$ cat config.mk
export PLATFORM = sky130hd
export DESIGN_NAME = gregorian_date_arithmetic
export DESIGN_NICKNAME = d
export VERILOG_FILES = /design/src/sv/gda_pkg.sv /design/src/sv/gregorian_date_arithmetic.sv
export SDC_FILE = /design/constraint.sdc
export NUM_CORES = 1
export LEC_CHECK = 0
export BUFFER_PORTS_ARGS = -buffer_cell sky130_fd_sc_hd__buf_2
export CORE_AREA = 4 4 279 281
export DETAILED_ROUTE_END_ITERATION = 6
export DIE_AREA = 0 0 283 285
export GPL_TIMING_DRIVEN = 0
export PLACE_DENSITY = 0.52
export SLEW_MARGIN = 0
export SYNTH_ARGS = -nofsm -noshare
export SYNTH_HDL_FRONTEND = slang
export SYNTH_SLANG_ARGS = --single-unit
export TNS_END_PERCENT = 20
$ cat constraint.sdc
create_clock -name i_clk -period 28.5 [get_ports i_clk]
set_clock_uncertainty 0.2 [all_clocks]
set_input_delay 0 -clock i_clk [delete_from_list [all_inputs] [get_ports i_clk]]
set_output_delay 0 -clock i_clk [all_outputs]
set_load 0.005 [all_outputs]
$ cat src/sv/gda_pkg.sv
// ----------------------------------------------------------------------------
// Gregorian date arithmetic package
// Shared types, calendar constants and the leap-year, month-length and clamp helpers.
// ----------------------------------------------------------------------------
package gda_pkg;

    // Field widths
    localparam int YEAR_W  = 14;
    localparam int MONTH_W = 4;
    localparam int DAY_W   = 5;
    localparam int TERM_W  = 16;
    localparam int COUNT_W = 22;
    localparam int ORDER_W = 2;

    // Calendar limits
    localparam logic [YEAR_W-1:0]  MAX_YEAR        = 14'd9999;
    localparam logic [MONTH_W-1:0] MONTHS_PER_YEAR = 4'd12;
    localparam logic [DAY_W-1:0]   LAST_DAY_DEC    = 5'd31;

    // Ordinal day number: p*365 + p/4 - p/100 + p/400, p = year - 1
    localparam logic [8:0]  DAYS_PER_YEAR = 9'd365;
    // floor(p / 100) = (p * 5243) >> 19 for p below 2^14
    localparam logic [12:0] RECIP_100     = 13'd5243;
    localparam int          RECIP_100_SH  = 19;
    // floor(n / 12) = (n * 43691) >> 19 for n below 2^16
    localparam logic [15:0] RECIP_12      = 16'd43691;
    localparam int          RECIP_12_SH   = 19;

    // y divisible by 25 iff (y * inverse of 25 mod 2^14) mod 2^14 <= (2^14-1)/25
    localparam logic [YEAR_W-1:0] INV_25     = 14'd7209;
    localparam logic [YEAR_W-1:0] DIV_25_LIM = 14'd655;

    // Operation codes
    typedef enum logic [1:0] {
        FUNC_ADD_DAYS   = 2'd0,
        FUNC_ADD_MONTHS = 2'd1,
        FUNC_DIFF       = 2'd2,
        FUNC_COMPARE    = 2'd3
    } t_func;

    // Order codes
    typedef enum logic [ORDER_W-1:0] {
        ORDER_EQUAL  = 2'd0,
        ORDER_BEFORE = 2'd1,
        ORDER_AFTER  = 2'd2
    } t_order;

    // Gregorian rule: leap = div4 and (not div100 or div400),
    // with div100 = div4 and div25, div400 = div16 and div25
    function automatic logic f_is_leap(input logic [YEAR_W-1:0] y);
        logic [2*YEAR_W-1:0] prod;
        logic                div25;
        begin
            prod  = {{YEAR_W{1'b0}}, y} * {{YEAR_W{1'b0}}, INV_25};
            div25 = (prod[YEAR_W-1:0] <= DIV_25_LIM);
            return (y[1:0] == 2'b00) && (!div25 || (y[3:0] == 4'b0000));
        end
    endfunction

    // Days in a month; codes outside 1..12 read as 31
    function automatic logic [DAY_W-1:0] f_month_len(input logic leap,
                                                     input logic [MONTH_W-1:0] m);
        logic [DAY_W-1:0] len;
        begin
            case (m) inside
                4'd2:                   len = leap ? 5'd29 : 5'd28;
                4'd4, 4'd6, 4'd9, 4'd11: len = 5'd30;
                default:                len = 5'd31;
            endcase
            return len;
        end
    endfunction

    // Clamp a raw year into 1..MAX_YEAR
    function automatic logic [YEAR_W-1:0] f_clamp_year(input logic [YEAR_W-1:0] y);
        logic [YEAR_W-1:0] r;
        begin
            if (y == '0) begin
                r = {{(YEAR_W-1){1'b0}}, 1'b1};
            end else if (y > MAX_YEAR) begin
                r = MAX_YEAR;
            end else begin
                r = y;
            end
            return r;
        end
    endfunction

    // Clamp a raw month into 1..12
    function automatic logic [MONTH_W-1:0] f_clamp_month(input logic [MONTH_W-1:0] m);
        logic [MONTH_W-1:0] r;
        begin
            if (m == '0) begin
                r = 4'd1;
            end else if (m > MONTHS_PER_YEAR) begin
                r = MONTHS_PER_YEAR;
            end else begin
                r = m;
            end
            return r;
        end
    endfunction

endpackage

$ cat src/sv/gregorian_date_arithmetic.sv
// ----------------------------------------------------------------------------
// Gregorian date arithmetic unit
// Adds days or months to a date, counts days between two dates, or compares
// them, with one shared month-length unit under a small sequencer.
// ----------------------------------------------------------------------------
// Usage:
//   Slave channel s_axis_* takes one request per transaction: tuser is the
//   operation, tdata carries dates A and B and the term count. Master channel
//   m_axis_* returns one result per request: date, leap flag, day count and
//   order in tdata, the error flag in tuser.
//   One request is worked on at a time; s_axis_tready is high only while the
//   sequencer is idle. After acceptance both dates are clamped and the
//   operation is dispatched: compare, add months with a zero term, and
//   difference with A before B go straight to the final state; add months
//   takes an add step and, unless the year overflows, a day-clamp step;
//   difference forms the ordinal of each date in turn; add days moves the
//   date on until the term lands, and the month-length unit steps one month per cycle.
//   The result sits in an output register, so the next request is accepted
//   while a finished result waits. If the receiver stalls and a second
//   result is done, the sequencer holds in its final state until the first
//   transaction completes.
//   Reset (synchronous, active low) returns the sequencer to idle and drops
//   any pending result.
// ----------------------------------------------------------------------------
module gregorian_date_arithmetic (
    input  logic        i_clk,
    input  logic        i_rst_n,
    // Request channel
    input  logic        s_axis_tvalid,
    output logic        s_axis_tready,
    // a_year[13:0], a_month[17:14], a_day[22:18], b_year[36:23],
    // b_month[40:37], b_day[45:41], term_count[61:46], zero[63:62]
    input  logic [63:0] s_axis_tdata,
    // func[1:0]
    input  logic [1:0]  s_axis_tuser,
    // Result channel
    output logic        m_axis_tvalid,
    input  logic        m_axis_tready,
    // res_year[13:0], res_month[17:14], res_day[22:18], res_leap[23],
    // day_count[45:24], order[47:46]
    output logic [47:0] m_axis_tdata,
    // error[0]
    output logic [0:0]  m_axis_tuser
);

    localparam int YW = gda_pkg::YEAR_W;
    localparam int MW = gda_pkg::MONTH_W;
    localparam int DW = gda_pkg::DAY_W;
    localparam int NW = gda_pkg::TERM_W;
    localparam int CW = gda_pkg::COUNT_W;

    typedef enum logic [10:0] {
        ST_IDLE     = 11'b000_0000_0001,
        ST_CLAMP_A  = 11'b000_0000_0010,
        ST_CLAMP_B  = 11'b000_0000_0100,
        ST_DISPATCH = 11'b000_0000_1000,
        ST_DAYS     = 11'b000_0001_0000,
        ST_MADD     = 11'b000_0010_0000,
        ST_MCLAMP   = 11'b000_0100_0000,
        ST_OMUL     = 11'b000_1000_0000,
        ST_OSUM     = 11'b001_0000_0000,
        ST_OMON     = 11'b010_0000_0000,
        ST_FINISH   = 11'b100_0000_0000
    } t_state;

    t_state              r_state, n_state;
    gda_pkg::t_func      r_func;
    logic [YW-1:0]       r_ay, r_by;
    logic [MW-1:0]       r_am, r_bm, r_mi;
    logic [DW-1:0]       r_ad, r_bd;
    logic [NW-1:0]       r_n;
    logic [12:0]         r_q;
    logic                r_side;
    logic [CW-1:0]       r_m365, r_acc, r_ord_a, r_count;
    logic [6:0]          r_q100;
    gda_pkg::t_order     r_order;
    logic                r_err;
    logic [47:0]         r_o_data;
    logic                r_o_err;
    logic                r_o_valid;

    logic [YW-1:0]       s_leap_y;
    logic [MW-1:0]       s_ml_m;
    logic                s_leap;
    logic [DW-1:0]       s_ml;
    logic                s_a_lt_b, s_a_eq_b;
    logic [DW-1:0]       s_left;
    logic                s_days_fit, s_days_ovf;
    logic [31:0]         s_q12p;
    logic [NW-1:0]       s_q12, s_rem;
    logic [DW-1:0]       s_m0;
    logic                s_mcarry;
    logic [MW-1:0]       s_mnew;
    logic [YW:0]         s_ny;
    logic                s_movf;
    logic [YW-1:0]       s_oy, s_p;
    logic [MW-1:0]       s_om;
    logic [DW-1:0]       s_od;
    logic [22:0]         s_m365p;
    logic [26:0]         s_q100p;
    logic                s_out_free;

    // Shared month-length unit: pick the year and month for this step
    always_comb begin
        s_leap_y = ((r_state == ST_CLAMP_B) || ((r_state == ST_OMON) && r_side)) ? r_by : r_ay;
        if (r_state == ST_CLAMP_B) begin
            s_ml_m = r_bm;
        end else if (r_state == ST_OMON) begin
            s_ml_m = r_mi;
        end else begin
            s_ml_m = r_am;
        end
        s_leap = gda_pkg::f_is_leap(s_leap_y);
        s_ml   = gda_pkg::f_month_len(s_leap, s_ml_m);
    end

    // Date order
    assign s_a_lt_b = {r_ay, r_am, r_ad} < {r_by, r_bm, r_bd};
    assign s_a_eq_b = {r_ay, r_am, r_ad} == {r_by, r_bm, r_bd};

    // Day stepping: finish inside this month or move to the next one
    assign s_left     = s_ml - r_ad;
    assign s_days_fit = (r_n <= NW'(s_left));
    assign s_days_ovf = (r_am == gda_pkg::MONTHS_PER_YEAR) && (r_ay == gda_pkg::MAX_YEAR);

    // Month addition: quotient and remainder of the term by twelve
    assign s_q12p   = {16'd0, r_n} * {16'd0, gda_pkg::RECIP_12};
    assign s_q12    = {r_q[12:0], 3'b000} + {1'b0, r_q[12:0], 2'b00};
    assign s_rem    = r_n - s_q12;
    assign s_m0     = DW'(r_am) - 5'd1 + DW'(s_rem[MW-1:0]);
    assign s_mcarry = (s_m0 >= DW'(gda_pkg::MONTHS_PER_YEAR));
    assign s_mnew   = s_mcarry ? MW'(s_m0 - DW'(gda_pkg::MONTHS_PER_YEAR)) + 4'd1
                               : MW'(s_m0) + 4'd1;
    assign s_ny     = {1'b0, r_ay} + (YW+1)'(r_q) + (YW+1)'(s_mcarry);
    assign s_movf   = (s_ny > (YW+1)'(gda_pkg::MAX_YEAR));

    // Ordinal day number of the selected date
    assign s_oy    = r_side ? r_by : r_ay;
    assign s_om    = r_side ? r_bm : r_am;
    assign s_od    = r_side ? r_bd : r_ad;
    assign s_p     = s_oy - 14'd1;
    assign s_m365p = {9'd0, s_p} * {14'd0, gda_pkg::DAYS_PER_YEAR};
    assign s_q100p = {13'd0, s_p} * {14'd0, gda_pkg::RECIP_100};

    assign s_out_free = !r_o_valid || m_axis_tready;

    // Sequencer
    always_comb begin
        n_state = r_state;
        unique case (r_state)
            ST_IDLE: begin
                if (s_axis_tvalid) n_state = ST_CLAMP_A;
            end
            ST_CLAMP_A: n_state = ST_CLAMP_B;
            ST_CLAMP_B: n_state = ST_DISPATCH;
            ST_DISPATCH: begin
                unique case (r_func)
                    gda_pkg::FUNC_ADD_DAYS:   n_state = ST_DAYS;
                    gda_pkg::FUNC_ADD_MONTHS: n_state = (r_n == '0) ? ST_FINISH : ST_MADD;
                    gda_pkg::FUNC_DIFF:       n_state = s_a_lt_b ? ST_FINISH : ST_OMUL;
                    default:                  n_state = ST_FINISH;
                endcase
            end
            ST_DAYS: begin
                if (s_days_fit || s_days_ovf) n_state = ST_FINISH;
            end
            ST_MADD:   n_state = s_movf ? ST_FINISH : ST_MCLAMP;
            ST_MCLAMP: n_state = ST_FINISH;
            ST_OMUL:   n_state = ST_OSUM;
            ST_OSUM:   n_state = ST_OMON;
            ST_OMON: begin
                if (r_mi >= s_om) n_state = r_side ? ST_FINISH : ST_OMUL;
            end
            ST_FINISH: begin
                if (s_out_free) n_state = ST_IDLE;
            end
            default: n_state = ST_IDLE;
        endcase
    end

    // Control registers
    always_ff @(posedge i_clk) begin
        if (!i_rst_n) begin
            r_state   <= ST_IDLE;
            r_o_valid <= 1'b0;
        end else begin
            r_state <= n_state;
            if ((r_state == ST_FINISH) && s_out_free) begin
                r_o_valid <= 1'b1;
            end else if (m_axis_tready) begin
                r_o_valid <= 1'b0;
            end
        end
    end

    // Datapath registers
    always_ff @(posedge i_clk) begin
        unique case (r_state)
            ST_IDLE: begin
                // Capture the request with years, months and zero days clamped
                if (s_axis_tvalid) begin
                    r_func  <= gda_pkg::t_func'(s_axis_tuser);
                    r_ay    <= gda_pkg::f_clamp_year(s_axis_tdata[13:0]);
                    r_am    <= gda_pkg::f_clamp_month(s_axis_tdata[17:14]);
                    r_ad    <= (s_axis_tdata[22:18] == '0) ? 5'd1 : s_axis_tdata[22:18];
                    r_by    <= gda_pkg::f_clamp_year(s_axis_tdata[36:23]);
                    r_bm    <= gda_pkg::f_clamp_month(s_axis_tdata[40:37]);
                    r_bd    <= (s_axis_tdata[45:41] == '0) ? 5'd1 : s_axis_tdata[45:41];
                    r_n     <= s_axis_tdata[61:46];
                    r_count <= '0;
                    r_order <= gda_pkg::ORDER_EQUAL;
                    r_err   <= 1'b0;
                    r_side  <= 1'b0;
                end
            end
            ST_CLAMP_A: begin
                if (r_ad > s_ml) r_ad <= s_ml;
            end
            ST_CLAMP_B: begin
                if (r_bd > s_ml) r_bd <= s_ml;
            end
            ST_DISPATCH: begin
                r_q <= s_q12p[31:gda_pkg::RECIP_12_SH];
                case (r_func)
                    gda_pkg::FUNC_DIFF: begin
                        if (s_a_lt_b) r_err <= 1'b1;
                    end
                    gda_pkg::FUNC_COMPARE: begin
                        if (s_a_lt_b) begin
                            r_order <= gda_pkg::ORDER_BEFORE;
                        end else if (s_a_eq_b) begin
                            r_order <= gda_pkg::ORDER_EQUAL;
                        end else begin
                            r_order <= gda_pkg::ORDER_AFTER;
                        end
                    end
                    default: ;
                endcase
            end
            ST_DAYS: begin
                // Advance one month, land inside the current one, or saturate on overflow
                if (s_days_fit) begin
                    r_ad <= r_ad + DW'(r_n);
                end else if (s_days_ovf) begin
                    r_ay  <= gda_pkg::MAX_YEAR;
                    r_am  <= gda_pkg::MONTHS_PER_YEAR;
                    r_ad  <= gda_pkg::LAST_DAY_DEC;
                    r_err <= 1'b1;
                end else begin
                    r_n  <= r_n - NW'(s_left) - 16'd1;
                    r_ad <= 5'd1;
                    if (r_am == gda_pkg::MONTHS_PER_YEAR) begin
                        r_am <= 4'd1;
                        r_ay <= r_ay + 14'd1;
                    end else begin
                        r_am <= r_am + 4'd1;
                    end
                end
            end
            ST_MADD: begin
                if (s_movf) begin
                    r_ay  <= gda_pkg::MAX_YEAR;
                    r_am  <= gda_pkg::MONTHS_PER_YEAR;
                    r_ad  <= gda_pkg::LAST_DAY_DEC;
                    r_err <= 1'b1;
                end else begin
                    r_ay <= s_ny[YW-1:0];
                    r_am <= s_mnew;
                end
            end
            ST_MCLAMP: begin
                // Clamp the day to the target month
                if (r_ad > s_ml) r_ad <= s_ml;
            end
            ST_OMUL: begin
                r_m365 <= s_m365p[CW-1:0];
                r_q100 <= s_q100p[25:gda_pkg::RECIP_100_SH];
                r_mi   <= 4'd1;
            end
            ST_OSUM: begin
                r_acc <= r_m365 + CW'(s_p[YW-1:2]) - CW'(r_q100)
                       + CW'(r_q100[6:2]) + CW'(s_od);
            end
            ST_OMON: begin
                // Accumulate the lengths of the months before the date
                if (r_mi < s_om) begin
                    r_acc <= r_acc + CW'(s_ml);
                    r_mi  <= r_mi + 4'd1;
                end else if (!r_side) begin
                    r_ord_a <= r_acc;
                    r_side  <= 1'b1;
                end else begin
                    r_count <= r_ord_a - r_acc;
                end
            end
            ST_FINISH: begin
                if (s_out_free) begin
                    r_o_data <= {r_order, r_count, s_leap, r_ad, r_am, r_ay};
                    r_o_err  <= r_err;
                end
            end
            default: ;
        endcase
    end

    assign s_axis_tready = (r_state == ST_IDLE);
    assign m_axis_tvalid = r_o_valid;
    assign m_axis_tdata  = r_o_data;
    assign m_axis_tuser  = r_o_err;

    // A request is taken only from idle: the cycle after one, no other is taken
    a_one_at_a_time: assert property (@(posedge i_clk) disable iff (!i_rst_n)
        (s_axis_tvalid && s_axis_tready) |=> !s_axis_tready)
        else $error("request accepted while busy");

    // An errored result never carries a day count
    a_err_no_count: assert property (@(posedge i_clk) disable iff (!i_rst_n)
        (m_axis_tvalid && m_axis_tuser[0]) |-> (m_axis_tdata[45:24] == '0))
        else $error("error result with nonzero day count");

    // Result dates stay on the calendar
    a_date_range: assert property (@(posedge i_clk) disable iff (!i_rst_n)
        m_axis_tvalid |-> ((m_axis_tdata[17:14] != '0) && (m_axis_tdata[17:14] <= 4'd12)
                           && (m_axis_tdata[22:18] != '0) && (m_axis_tdata[13:0] != '0)))
        else $error("result date out of range");

    // Day stepping never leaves the current month's length
    a_day_in_month: assert property (@(posedge i_clk) disable iff (!i_rst_n)
        (r_state == ST_DAYS) |-> (r_ad <= s_ml))
        else $error("working day beyond month length");

endmodule
==> results_dict.tcl <==
set metrics [dict create \
    synth_common_cells "473 x sky130_fd_sc_hd__inv_1, 438 x sky130_fd_sc_hd__ha_1, 229 x sky130_fd_sc_hd__edfxtp_1" \
    path_clk_slew_ps 60 \
    clk-insertion-delay-late_ps 610 \
    fin_nets 3539 \
    syn-mean-instance-area_um2 10.2 \
    vias_per_cell 4.97 \
    holdCritPathClass "in2reg" \
    core_box_area_um2 75400 \
    h-tree-depth 1 \
    cts_resized 0 \
    grt_start_max_net_pins 34 \
    synth_sequential_area_ratio_pct 27.2 \
    finalWirelength_mm 68.7 \
    clkSinkCount 241 \
    grt_antenna_before_repair 4 \
    final_min_period_ps 11280 \
    areaGrowthSynthToFinish_pct 15.3 \
    synthArstFlopShare_pct 0 \
    route.antenna.remaining_nets 0 \
    cp_data_arrival_time_ps 11430 \
    clock_root_buffer "sky130_fd_sc_hd__clkbuf_16" \
    max-clock-path-buffers 3 \
    synth_edf_count 229 \
    setup_viol_count_final 0 \
    yosys_register_bits 241 \
    stdcell_count 3815 \
    setup_tns_ps 0 \
    tritoncts "built" \
    hold_violations 0 \
    design.portCount 121 \
    syn-cell-area_um2 26200 \
    max-slew-margin-rel_pct 14.4 \
    period_share_pct 39.6 \
    placedCellCount 3663 \
    groute.usage.overall_pct 17.1 \
    die_height_um 285 \
    mux_contribution_to_synthesized_area_pct 1.57 \
    post_layout_inst_area_um2 30200 \
    synth.lib_cells_used.distinct 73 \
    timing_worst_setup_path_type "reg2reg" \
    maxClockFrequency_ghz 0.0887 \
    synth_area_leaders "sky130_fd_sc_hd__edfxtp_1 26%, sky130_fd_sc_hd__ha_1 21%, sky130_fd_sc_hd__fa_1 17%, sky130_fd_sc_hd__inv_1 6.8%, sky130_fd_sc_hd__xnor2_1 4.5%" \
    critPathTopFamily "adder cells" \
    worstPathBufferInverterCount 7 \
    total_of_max_cap_violations 0 \
    yosys_warnings 0 \
    synthesized_area_fraction_occupied_by_xor_and_xnor_cells_pct 5.88 \
    synth-compound-area-share_pct 9.87 \
    dpl_cell_area_um2 28100 \
    timing_worst_slew_pin_value_ps 1250 \
    dp_hpwl_mm 56.9 \
    final-max-slew-violation-count 0 \
    crit_slowest_cell "sky130_fd_sc_hd__mux2i_1" \
    syn-instance-count 2559 \
    max_stage_delay_ps 970 \
    port_buffer_count 118 \
    post_synthesis_cell_type_with_the_largest_combined_area "sky130_fd_sc_hd__edfxtp_1" \
    die_area_um2 80700 \
    holdBufCountCts 94 \
    grt_overflow 0 \
    routability_driven_placement_congestion_ratio 0.929 \
    number_of_global_route_vias_before_repair 20000 \
    cp-end-kind "register" \
    timing.final.ws_setup_ps 17220 \
    synthFlopType "sky130_fd_sc_hd__edfxtp_1" \
    die_w_um 283 \
    synth_simple_gate_area_share_pct 10.3 \
    post-synth-top-count-cell "sky130_fd_sc_hd__inv_1" \
    synth_top_family_by_area "adder cells" \
    synth_fa_ha_area_share_pct 37.8 \
    outcome "completed" \
    grt_first_pass_wirelength_mm 110 \
    drtIter0Drc 1164 \
    route.detailed.wl_per_inst_um 18.0 \
    layout-drive-gt1-share_pct 7.83 \
    synth_top_area_share_pct 26.3 \
    pre_cts_setup_slack_ps 17190 \
    dr.pass1.iters 5 \
    initial_utilization_pct 34.7 \
    placement_rows 101 \
    postCtsSetupBuffers 0 \
    critical_path.max_fanout 10 \
    worst_ep_required_time_ps 28660 \
    rsz0062_at_grt "no" \
    drc_errors 0 \
    critical_path.startpoint_type "register" \
    cts_inserted_buffers 30 \
    via_count 19000 \
    synth_nets 3287 \
]
-- worst min-delay path, delay by kind of cell --
| family | cells | cell delay (ps) |
|---|---|---|
| and+or+nand+nor | 2 | 140 |
| buffers and inverters | 2 | 620 |
-- state kept, by name (all words and copies together), names as in the netlist --
signal and count:
r_bm 4, m_axis_tdata 48, r_q100 7, r_count 22, r_by 14, r_n 16
m_axis_tvalid 1, r_m365 22, r_ad 5, r_err 1, r_order 2, r_func 2
r_ord_a 22, r_am 4, r_mi 4, r_ay 14, r_acc 22, r_bd 5
r_state 11, r_q 13, m_axis_tuser 1, r_side 1
-- layout make-up --
cell class                 instances  area (um2)
fill                            7323       45200
multi-input combinational       1803       17200
sequential                       241        7120
inverter                         473        1780
timing repair buffer             220        1640
tap                              978        1220
clock buffer                      34         766
clock inverter                    22         339
buffer                            42         175
antenna                            2        5.00
-- final timing paths --
check                    from               end  slack (ps)  cells after the start
max                    r_side         r_q100[6]       17220                     29
min          s_axis_tdata[46]            r_n[0]          60                      4
max reg2reg            r_side         r_q100[6]       17220                     29
min reg2reg        r_count[4]  m_axis_tdata[28]         220                      0
-- layout by cell type (no fill, tap or decap), types with 16 or more instances in the layout --
master | netlist | routed
sky130_fd_sc_hd__a211oi_1 | 18 | 18
sky130_fd_sc_hd__a21o_1 | 41 | 41
sky130_fd_sc_hd__a21oi_1 | 90 | 90
sky130_fd_sc_hd__and3_1 | 18 | 18
sky130_fd_sc_hd__buf_2 | 1 | 119
sky130_fd_sc_hd__clkbuf_1 | 35 | 39
sky130_fd_sc_hd__clkbuf_16 | 0 | 30
sky130_fd_sc_hd__dlygate4sd3_1 | 0 | 94
sky130_fd_sc_hd__edfxtp_1 | 229 | 229
sky130_fd_sc_hd__fa_1 | 220 | 220
sky130_fd_sc_hd__ha_1 | 438 | 438
sky130_fd_sc_hd__inv_1 | 473 | 473
sky130_fd_sc_hd__mux2_2 | 16 | 16
sky130_fd_sc_hd__mux2i_1 | 23 | 23
sky130_fd_sc_hd__nand2_1 | 115 | 115
sky130_fd_sc_hd__nand2b_1 | 45 | 45
sky130_fd_sc_hd__nand3_1 | 43 | 43
sky130_fd_sc_hd__nor2_1 | 132 | 132
sky130_fd_sc_hd__nor2b_1 | 29 | 27
sky130_fd_sc_hd__nor3_1 | 47 | 46
sky130_fd_sc_hd__nor4_1 | 16 | 16
sky130_fd_sc_hd__o211ai_1 | 21 | 21
sky130_fd_sc_hd__o21a_1 | 21 | 21
sky130_fd_sc_hd__o21ai_0 | 102 | 102
sky130_fd_sc_hd__xnor2_1 | 135 | 133
sky130_fd_sc_hd__xor2_1 | 39 | 38
-- through the flow --
step | hold WS, ps | utilization, %
after floorplan | -101 | -
final | 61.3 | 40.0
after detailed placement | -4.59 | 37.3
after global routing | 50.1 | 40.0
after global placement | -11.3 | 37.1
after CTS | 13.6 | 40.0
-- kinds of logic after synthesis --
group | count (synthesis)
compound gates | 398
buf+inv | 515
mux | 39
fa+ha+maj | 659
simple gates | 532
xor+xnor | 175
flops | 241
-- layer usage --
| layer | track usage (%) | routed length (um) | share of wire [%] | up-vias |
|---|---|---|---|---|
| met2 | 27.5 | 30500 | 44 | 485 |
| met4 | 4.19 | 1740 | 2.5 | 2 |
| met3 | 2.71 | 3810 | 5.5 | 94 |
| li1 | - | - | - | 9255 |
| met5 | 0 | 13 | 0.019 | - |
| met1 | 24.1 | 32600 | 47 | 9140 |
Power is left out: the tool's default activity adds up to more than one toggle a clock period on the data nets, which glitch-free logic cannot reach.
